[src/hdl/rsws_pkg.sv]
// ----------------------------------------------------------------------------
// Range sample window statistics package
// Shared types, codes and constants for the window statistics block.
// ----------------------------------------------------------------------------
`default_nettype none

package rsws_pkg;

  localparam int DefaultHistoryDepth = 60;

  localparam int DistW = 16;
  localparam int SumW  = 24;
  localparam int CntW  = 8;

  localparam logic [CntW-1:0]  COUNT_LIMIT     = 8'd255;
  localparam logic [DistW-1:0] DIST_MAX        = 16'hFFFF;
  localparam logic [DistW-1:0] PROX_LIMIT_RST  = 16'd100;

  localparam logic [1:0] KIND_GOOD = 2'd0;
  localparam logic [1:0] KIND_FAIL = 2'd1;

  localparam logic [7:0] MIN_LEN_GOOD = 8'd2;
  localparam logic [7:0] MIN_LEN_FAIL = 8'd1;

  localparam int CfgAddrW = 3;
  localparam logic REG_PROX_LIMIT = 1'b0;
  localparam logic REG_SOURCE_ID  = 1'b1;

  typedef struct packed {
    logic [1:0]       req_type;
    logic [7:0]       source_id;
    logic [7:0]       payload_len;
    logic [DistW-1:0] distance_mm;
    logic [7:0]       error_code;
  } report_t;

  typedef struct packed {
    logic [DistW-1:0] latest_mm;
    logic             data_valid;
    logic             out_of_range;
    logic             proximity_hit;
    logic [7:0]       last_error;
    logic [5:0]       stored_count;
    logic [DistW-1:0] average_mm;
    logic [DistW-1:0] minimum_mm;
    logic [DistW-1:0] maximum_mm;
  } stats_t;

  typedef struct packed {
    logic            start;
    logic [SumW-1:0] dividend;
    logic [CntW-1:0] divisor;
  } div_req_t;

  typedef struct packed {
    logic            done;
    logic [SumW-1:0] quotient;
  } div_rsp_t;

  typedef enum logic [2:0] {
    ST_IDLE,
    ST_SCAN,
    ST_DSTART,
    ST_DWAIT,
    ST_FIN
  } state_e;

endpackage

`default_nettype wire

[src/hdl/rsws_ram.sv]
// ----------------------------------------------------------------------------
// Generic sample RAM
// One write port, one read port with registered read data.
// ----------------------------------------------------------------------------
`default_nettype none

module rsws_ram #(
  parameter int Width = 16,
  parameter int Depth = 60
) (
  input  wire logic                     clk_i,
  input  wire logic                     we_i,
  input  wire logic [$clog2(Depth)-1:0] waddr_i,
  input  wire logic [Width-1:0]         wdata_i,
  input  wire logic [$clog2(Depth)-1:0] raddr_i,
  output logic      [Width-1:0]         rdata_o
);

  logic [Width-1:0] mem [Depth];
  logic [Width-1:0] rdata_q;

  always_ff @(posedge clk_i) begin
    if (we_i) begin
      mem[waddr_i] <= wdata_i;
    end
    rdata_q <= mem[raddr_i];
  end

  assign rdata_o = rdata_q;

endmodule

`default_nettype wire

[src/hdl/rsws_div.sv]
// ----------------------------------------------------------------------------
// Iterative divider
// Restoring division of the running sum by the running count, one
// quotient bit per cycle.
// ----------------------------------------------------------------------------
`default_nettype none

module rsws_div (
  input  wire logic               clk_i,
  input  wire logic               rst_ni,
  input  wire rsws_pkg::div_req_t req_i,
  output rsws_pkg::div_rsp_t      rsp_o
);

  import rsws_pkg::*;

  localparam int StepW = $clog2(SumW + 1);
  localparam logic [StepW-1:0] StepLast = StepW'(SumW - 1);

  logic [SumW-1:0]  quo_q, quo_d;
  logic [CntW-1:0]  rem_q, rem_d;
  logic [CntW-1:0]  dsr_q;
  logic [StepW-1:0] step_q;
  logic             busy_q;
  logic             done_q;
  logic [CntW:0]    trial;
  logic             fits;

  always_comb begin
    trial = {rem_q, quo_q[SumW-1]};
    fits  = (trial >= {1'b0, dsr_q});
    rem_d = fits ? CntW'(trial - {1'b0, dsr_q}) : trial[CntW-1:0];
    quo_d = {quo_q[SumW-2:0], fits};
  end

  always_ff @(posedge clk_i or negedge rst_ni) begin
    if (!rst_ni) begin
      busy_q <= 1'b0;
      done_q <= 1'b0;
      step_q <= '0;
    end else begin
      done_q <= 1'b0;
      if (req_i.start) begin
        busy_q <= 1'b1;
        step_q <= '0;
      end else if (busy_q) begin
        step_q <= step_q + 1'b1;
        if (step_q == StepLast) begin
          busy_q <= 1'b0;
          done_q <= 1'b1;
        end
      end
    end
  end

  always_ff @(posedge clk_i) begin
    if (req_i.start) begin
      quo_q <= req_i.dividend;
      rem_q <= '0;
      dsr_q <= req_i.divisor;
    end else if (busy_q) begin
      quo_q <= quo_d;
      rem_q <= rem_d;
    end
  end

  assign rsp_o.done     = done_q;
  assign rsp_o.quotient = quo_q;

endmodule

`default_nettype wire

[src/hdl/range_sample_window_stats_top.sv]
// ----------------------------------------------------------------------------
// Range sample window statistics
// Filters ranging reports, keeps a ring of recent distances and reports
// latest reading, flags, average and ring minimum and maximum.
// ----------------------------------------------------------------------------
// One report is taken at a time. A report from another source, of an unknown
// kind or with a short payload is dropped in its accept cycle and gives no
// beat. An accepted report is worked on in order: the ring is read one entry
// per cycle through the single RAM read port to find minimum, maximum and,
// after 255 samples, the rebuilt sum; the average then comes from a divider
// that makes one quotient bit per cycle and is skipped while no good sample
// has arrived.
// in_stall_o stays high until the result beat is loaded into the output
// register, which may hold it while the next report is being worked on.
`default_nettype none

module range_sample_window_stats_top #(
  parameter int HistoryDepth = rsws_pkg::DefaultHistoryDepth
) (
  input  wire logic                          clk_i,
  input  wire logic                          rst_ni,
  input  wire logic                          in_valid_i,
  output logic                               in_stall_o,
  input  wire rsws_pkg::report_t             in_data_i,
  output logic                               out_valid_o,
  input  wire logic                          out_stall_i,
  output rsws_pkg::stats_t                   out_data_o,
  input  wire logic                          psel,
  input  wire logic                          penable,
  input  wire logic                          pwrite,
  input  wire logic [rsws_pkg::CfgAddrW-1:0] paddr,
  input  wire logic [31:0]                   pwdata,
  output logic [31:0]                        prdata,
  output logic                               pready
);

  import rsws_pkg::*;

  localparam int AddrW = $clog2(HistoryDepth);
  localparam int FillW = $clog2(HistoryDepth + 1);
  localparam logic [AddrW-1:0] PtrLast  = AddrW'(HistoryDepth - 1);
  localparam logic [FillW-1:0] FillFull = FillW'(HistoryDepth);

  state_e state_q, state_d;

  logic [DistW-1:0] prox_limit_q;
  logic [7:0]       source_id_q;

  logic [AddrW-1:0] wptr_q;
  logic [FillW-1:0] fill_q;
  logic [SumW-1:0]  run_sum_q;
  logic [CntW-1:0]  run_cnt_q;
  logic [DistW-1:0] last_dist_q;
  logic             valid_flag_q;
  logic             failed_flag_q;
  logic [7:0]       error_q;
  logic             rebuild_q;

  logic [FillW-1:0] idx_q;
  logic             pend_q;
  logic [DistW-1:0] min_q;
  logic [DistW-1:0] max_q;
  logic [SumW-1:0]  scan_sum_q;
  logic [DistW-1:0] avg_q;

  logic             out_valid_q;
  stats_t           out_data_q;

  logic             cfg_wr;
  logic             in_acc;
  logic             src_ok;
  logic             is_good;
  logic             is_fail;
  logic             scan_more;
  logic             scan_done;
  logic             out_free;
  logic             scan_run;
  logic             div_go;
  logic             out_load;
  logic [DistW-1:0] rd_data;
  logic [CntW-1:0]  fill_ext;
  logic             close;
  stats_t           stats;
  div_req_t         div_req;
  div_rsp_t         div_rsp;

  // Configuration port
  assign pready = 1'b1;
  assign cfg_wr = psel && penable && pwrite && pready;

  always_ff @(posedge clk_i or negedge rst_ni) begin
    if (!rst_ni) begin
      prox_limit_q <= PROX_LIMIT_RST;
      source_id_q  <= '0;
    end else if (cfg_wr) begin
      unique case (paddr[2])
        REG_PROX_LIMIT: prox_limit_q <= pwdata[DistW-1:0];
        REG_SOURCE_ID:  source_id_q  <= pwdata[7:0];
        default: ;
      endcase
    end
  end

  always_comb begin
    unique case (paddr[2])
      REG_PROX_LIMIT: prdata = 32'(prox_limit_q);
      REG_SOURCE_ID:  prdata = 32'(source_id_q);
      default:        prdata = '0;
    endcase
  end

  // Report filter
  assign in_stall_o = (state_q != ST_IDLE);
  assign in_acc     = in_valid_i && !in_stall_o;
  assign src_ok     = (in_data_i.source_id == source_id_q);
  assign is_good    = src_ok && (in_data_i.req_type == KIND_GOOD) &&
                      (in_data_i.payload_len >= MIN_LEN_GOOD);
  assign is_fail    = src_ok && (in_data_i.req_type == KIND_FAIL) &&
                      (in_data_i.payload_len >= MIN_LEN_FAIL);

  assign scan_more = (idx_q < fill_q);
  assign scan_done = !scan_more && !pend_q;
  assign out_free  = !out_valid_q || !out_stall_i;

  // Sequencer
  always_comb begin
    state_d = state_q;
    unique case (state_q)
      ST_IDLE:   if (in_acc && (is_good || is_fail)) state_d = ST_SCAN;
      ST_SCAN:   if (scan_done) state_d = ST_DSTART;
      ST_DSTART: state_d = (run_cnt_q == '0) ? ST_FIN : ST_DWAIT;
      ST_DWAIT:  if (div_rsp.done) state_d = ST_FIN;
      ST_FIN:    if (out_free) state_d = ST_IDLE;
      default:   state_d = ST_IDLE;
    endcase
  end

  always_comb begin
    scan_run = 1'b0;
    div_go   = 1'b0;
    out_load = 1'b0;
    unique case (state_q)
      ST_SCAN:   scan_run = 1'b1;
      ST_DSTART: div_go   = (run_cnt_q != '0);
      ST_FIN:    out_load = out_free;
      default: ;
    endcase
  end

  always_ff @(posedge clk_i or negedge rst_ni) begin
    if (!rst_ni) begin
      state_q <= ST_IDLE;
    end else begin
      state_q <= state_d;
    end
  end

  // Block state
  always_ff @(posedge clk_i or negedge rst_ni) begin
    if (!rst_ni) begin
      wptr_q        <= '0;
      fill_q        <= '0;
      run_sum_q     <= '0;
      run_cnt_q     <= '0;
      last_dist_q   <= '0;
      valid_flag_q  <= 1'b0;
      failed_flag_q <= 1'b0;
      error_q       <= '0;
      rebuild_q     <= 1'b0;
    end else begin
      if (in_acc && is_good) begin
        last_dist_q   <= in_data_i.distance_mm;
        valid_flag_q  <= 1'b1;
        failed_flag_q <= 1'b0;
        wptr_q        <= (wptr_q == PtrLast) ? '0 : wptr_q + 1'b1;
        if (fill_q != FillFull) begin
          fill_q <= fill_q + 1'b1;
        end
        if (run_cnt_q != COUNT_LIMIT) begin
          run_sum_q <= run_sum_q + SumW'(in_data_i.distance_mm);
          run_cnt_q <= run_cnt_q + 1'b1;
          rebuild_q <= 1'b0;
        end else begin
          rebuild_q <= 1'b1;
        end
      end else if (in_acc && is_fail) begin
        error_q       <= in_data_i.error_code;
        failed_flag_q <= 1'b1;
        rebuild_q     <= 1'b0;
      end else if (scan_run && scan_done && rebuild_q) begin
        run_sum_q <= scan_sum_q;
        run_cnt_q <= fill_ext;
        rebuild_q <= 1'b0;
      end
    end
  end

  assign fill_ext = CntW'(fill_q);

  // Ring scan
  always_ff @(posedge clk_i or negedge rst_ni) begin
    if (!rst_ni) begin
      idx_q  <= '0;
      pend_q <= 1'b0;
    end else if (in_acc) begin
      idx_q  <= '0;
      pend_q <= 1'b0;
    end else if (scan_run) begin
      pend_q <= scan_more;
      if (scan_more) begin
        idx_q <= idx_q + 1'b1;
      end
    end
  end

  always_ff @(posedge clk_i) begin
    if (in_acc) begin
      min_q      <= DIST_MAX;
      max_q      <= '0;
      scan_sum_q <= '0;
    end else if (scan_run && pend_q) begin
      if (rd_data < min_q) begin
        min_q <= rd_data;
      end
      if (rd_data > max_q) begin
        max_q <= rd_data;
      end
      scan_sum_q <= scan_sum_q + SumW'(rd_data);
    end
  end

  rsws_ram #(
    .Width (DistW),
    .Depth (HistoryDepth)
  ) u_ring (
    .clk_i   (clk_i),
    .we_i    (in_acc && is_good),
    .waddr_i (wptr_q),
    .wdata_i (in_data_i.distance_mm),
    .raddr_i (idx_q[AddrW-1:0]),
    .rdata_o (rd_data)
  );

  // Average
  assign div_req.start    = div_go;
  assign div_req.dividend = run_sum_q;
  assign div_req.divisor  = run_cnt_q;

  rsws_div u_div (
    .clk_i  (clk_i),
    .rst_ni (rst_ni),
    .req_i  (div_req),
    .rsp_o  (div_rsp)
  );

  always_ff @(posedge clk_i) begin
    if (div_go) begin
      avg_q <= '0;
    end else if (state_q == ST_DSTART) begin
      avg_q <= '0;
    end else if (div_rsp.done) begin
      avg_q <= DistW'(div_rsp.quotient);
    end
  end

  // Result beat
  assign close = valid_flag_q && !failed_flag_q && (last_dist_q != '0) &&
                 (last_dist_q < prox_limit_q);

  always_comb begin
    stats.latest_mm     = last_dist_q;
    stats.data_valid    = valid_flag_q;
    stats.out_of_range  = failed_flag_q;
    stats.proximity_hit = close;
    stats.last_error    = error_q;
    stats.stored_count  = fill_ext[5:0];
    stats.average_mm    = avg_q;
    stats.minimum_mm    = (fill_q == '0) ? '0 : min_q;
    stats.maximum_mm    = (fill_q == '0) ? '0 : max_q;
  end

  always_ff @(posedge clk_i or negedge rst_ni) begin
    if (!rst_ni) begin
      out_valid_q <= 1'b0;
    end else if (out_load) begin
      out_valid_q <= 1'b1;
    end else if (!out_stall_i) begin
      out_valid_q <= 1'b0;
    end
  end

  always_ff @(posedge clk_i) begin
    if (out_load) begin
      out_data_q <= stats;
    end
  end

  assign out_valid_o = out_valid_q;
  assign out_data_o  = out_data_q;

  // Checks
  a_fill_bound: assert property (@(posedge clk_i) disable iff (!rst_ni)
    fill_q <= FillFull)
    else $error("fill count above ring depth");

  a_count_live: assert property (@(posedge clk_i) disable iff (!rst_ni)
    valid_flag_q |-> (run_cnt_q != '0))
    else $error("running count zero after a good sample");

  a_take_report: assert property (@(posedge clk_i) disable iff (!rst_ni)
    (in_acc && (is_good || is_fail)) |=> (state_q == ST_SCAN))
    else $error("accepted report did not start a scan");

  a_div_owner: assert property (@(posedge clk_i) disable iff (!rst_ni)
    div_rsp.done |-> (state_q == ST_DWAIT))
    else $error("divider finished outside its wait state");

  a_no_drop: assert property (@(posedge clk_i) disable iff (!rst_ni)
    (out_valid_q && out_stall_i) |=> (out_valid_q && $stable(out_data_q)))
    else $error("held result beat lost or changed");

endmodule

`default_nettype wire
[config.mk]
export PLATFORM = sky130hd
export DESIGN_NAME = range_sample_window_stats_top
export DESIGN_NICKNAME = d
export VERILOG_FILES = /design/src/hdl/rsws_pkg.sv /design/src/hdl/rsws_ram.sv /design/src/hdl/rsws_div.sv /design/src/hdl/range_sample_window_stats_top.sv
export SDC_FILE = /design/constraint.sdc
export NUM_CORES = 2
export LEC_CHECK = 0
export ABC_AREA = 1
export BUFFER_PORTS_ARGS = -buffer_cell sky130_fd_sc_hd__clkbuf_2
export CAP_MARGIN = 10
export CORE_UTILIZATION = 40
export CTS_BUF_LIST = sky130_fd_sc_hd__clkbuf_4
export DETAILED_ROUTE_END_ITERATION = 10
export SETUP_SLACK_MARGIN = 0.2
export SLEW_MARGIN = 40
export SYNTH_ARGS = -nofsm -noshare
export SYNTH_HDL_FRONTEND = slang
export SYNTH_HIERARCHICAL = 1
export SYNTH_SLANG_ARGS = --single-unit
[constraint.sdc]
create_clock -name clk_i -period 6.9 [get_ports clk_i]
set_clock_uncertainty 0.15 [all_clocks]
set_input_delay 0.345 -clock clk_i [delete_from_list [all_inputs] [get_ports clk_i]]
set_output_delay 0.345 -clock clk_i [all_outputs]
set_load 0.01 [all_outputs]
==> impl_metrics.ini <==
[yosys]
ys_dominant_reg_cell = edfxtp_1
syn_area_per_cell_um2 = 10.14
mappedNetlistArea_um2 = 56990
synth_top_family_by_area = simple AND/OR/NAND/NOR gates
synth_seq_area_share_pct = 64.88
synth_mux_area_share_pct = 0.3162
synthDistinctLibCells = 53
netlist_instances = 5618
async_flop_share_pct = 8.814
synth-edff-count = 1073
postSynthRegisterBits = 1282
compound_gate_portion_of_the_synthesized_area_pct = 2.736
synth-warning-count = 6
synth_simple_gate_area_share_pct = 23.33
synth-xor-area-share_pct = 0.4918
synth-adder-area-share_pct = 2.257

[global_routing]
grt_util_all_layers_pct = 21.94
grt_antenna_before_repair = 4
pin_count_of_the_biggest_net_entering_global_routing = 141
first_global_vias = 40790
grt_remaining_overflow = 0
grt_first_pass_wirelength_mm = 238.5

[timing]
rsz0062_at_grt = false
timing_max_transition_violations_final = 0
slew-limit-headroom_pct = 43.33
fin_setup_tns_ps = 0
worstMarginPinSlew_ps = 850.1
finalSetupViolCount = 0
finalCriticalPeriod_ps = 4820
finalHoldViolations = 0
worst_hold_slack_ps = 189.9
fmax_ghz = 0.2075
finalCritPeriodShare_pct = 69.85

[drt]
vias = 41990
firstDrtPassIters = 7
drt_first_iter_violations = 3571
detail_route.wirelength_mm = 157.5
vias_per_cell = 5.078
route.detailed.wl_per_inst_um = 19.05
drt_drc_violations_left = 0
number_of_nets_still_failing_antenna_checks_after_routing = 0

[final_layout]
final_layout_size_suffix_gt1_share_pct = 14.38
layout.cells.non_filler = 8270
area_growth_from_synthesis_to_final_layout_pct = 14.63
final.fill_count = 13160
nNetsFinal = 6309

[clock_tree]
cts_tree = built
clock_tree.buffer_depth = 4
cts_inserted_buffers = 355
cts-resized-gates = 0
clock_sinks = 1282
worstSkewPairLatency_ps = 1290
clock_tree.root_cell = clkbuf_4
path_clk_slew_ps = 60
cts_max_level = 5

[hold_path]
worstHoldPathType = primary input to flip-flop

[critical_path]
critPathMaxFanout = 57
setup.worst_path.start_class = flip-flop
timing.critical_path.arrival_ps = 5580
endpoint_kind = flip-flop
critical_path_required_ps = 7660
setup.worst_path.class = flip-flop to flip-flop

[pwr]
worst_ir_drop_vdd_mv = 0.2196
power_density_nw_per_um2 = 352.0
overall_power_consumption_uw = 22990
p_leak_uw = 0.02744

[floorplanning]
chipWidth_um = 379.4
starting_density_pct = 40.30
chipHeight_um = 379.4
die_area_um2 = 144000
ios = 200
std_cell_rows = 138
core_area_um2 = 141400

[placed_design]
dp_hpwl_mm = 90.19
dp.cells = 7522
port_buffers = 164
gpl.final_weighted_congestion = 0.8508

[run]
drv.max_cap_violation_count = 0

[status]
status = finished, final reports clean
[state kept, by name (all words and copies together), names as in the netlist, 24 cells and up]
name	flops
out_data_o	81
u_div/quo_q	24
u_ring/mem	960
run_sum_q	24
scan_sum_q	24
[synthesized netlist by cell type (27+ instances only)]
| cell type | number | share of area (%) |
|---|---|---|
| buf_2 | 85 | 0.75 |
| nand2_1 | 1791 | 12 |
| buf_4 | 29 | 0.38 |
| nor2_1 | 349 | 2.3 |
| buf_1 | 38 | 0.25 |
| edfxtp_1 | 1073 | 57 |
| buf_6 | 54 | 1.1 |
| dfxtp_1 | 96 | 3.4 |
| clkbuf_1 | 73 | 0.48 |
| inv_1 | 448 | 3.0 |
| dfrtp_1 | 110 | 4.8 |
| o21ai_0 | 145 | 1.3 |
| ha_1 | 98 | 2.2 |
| nor3_1 | 27 | 0.24 |
| nand3_1 | 900 | 7.9 |
| a21oi_1 | 106 | 0.93 |
[logic make-up (layout without fill, tap and decap cells)]
| family | after synthesis | in the layout |
|---|---|---|
| xor gates and xnor gates | 32 | 32 |
| and+or+nand+nor | 3150 | 3150 |
| DFF | 1282 | 1282 |
| adders and majority gates | 101 | 101 |
| other | 2 | 26 |
| AOI/OAI and AO/OA | 297 | 297 |
| buffers and inverters | 738 | 1476 |
| muxes | 16 | 16 |
[layout make-up]
| type | count | area (um2) | area share, % |
|---|---|---|---|
| Antenna cell | 9 | 22.52 | 0.03448 |
| Clock buffer | 542 | 4069 | 6.229 |
| Clock inverter | 62 | 241.5 | 0.3697 |
| Inverter | 458 | 1747 | 2.674 |
| Multi-Input combinational cell | 3613 | 16730 | 25.61 |
| Sequential cell | 1282 | 36990 | 56.62 |
| Tap cell | 1890 | 2365 | 3.620 |
| Timing Repair Buffer | 414 | 3163 | 4.842 |
[through the flow]
step | setup WS, ps | utilization (%) | area [um2]
global route | 1892 | 46.19 | 65310
finish | 2080 | 46.19 | 65320
global placement | 2774 | 42.07 | 59500
CTS | 2099 | 46.15 | 65260
detailed placement | 2736 | 42.14 | 59590
floorplan | 1585 | - | 57040
[report_power, final]
| part | total (uW) | internal, uW | switching, uW |
|---|---|---|---|
| registers | 9430 | 8880 | 549 |
| logic | 6940 | 2130 | 4810 |
| clock network | 6630 | 3540 | 3080 |
[final timing paths]
| check | from | to | slack (ps) | cells past startpoint |
|---|---|---|---|---|
| max | state_q[1] | u_ring/mem[23][12] | 2080 | 13 |
| min | in_data_i[18] | last_dist_q[10] | 190 | 5 |
| max reg2reg | state_q[1] | u_ring/mem[23][12] | 2080 | 13 |
| min reg2reg | avg_q[6] | out_data_o[38] | 280 | 0 |
| max in group asynchronous | rst_ni | run_sum_q[23] | 5360 | 5 |
| min in group asynchronous | rst_ni | prox_limit_q[9] | 600 | 5 |
[layer usage]
layer	part of all wire (%)	global-route usage (%)
met3	7.9	4.669
met1	43	29.01
met2	46	35.07
met4	3.2	8.772
met5	0.0083	0
[critical path, stage by stage (launching register included)]
cell and delay, ps:
dfrtp_1 450, nor2_4 140, nand2_4 100, nor2_8 340
nand2_2 120, nor2_4 150, nand3_2 60, dlygate4sd3_1 580
buf_4 340, inv_1 180, buf_4 460, nand4_1 550
nor2_1 450, buf_4 320
[cell usage in the layout (no fill, tap or decap), types with 98 or more instances in the layout]
master         count
nand3_1          900
edfxtp_1        1073
nor2_1           347
a21oi_1          105
clkbuf_4         542
ha_1              98
buf_4            101
o21ai_0          145
clkbuf_2         163
dlygate4sd3_1    133
nand2_1         1789
dfrtp_1          106
inv_1            445
[repair_timing]
item,CTS,global route
hold buffers,134,0
endpoints found under the hold margin,1315,0
buffers inserted,0,0
No activity file was read; power rests on OpenSTA's default activity.
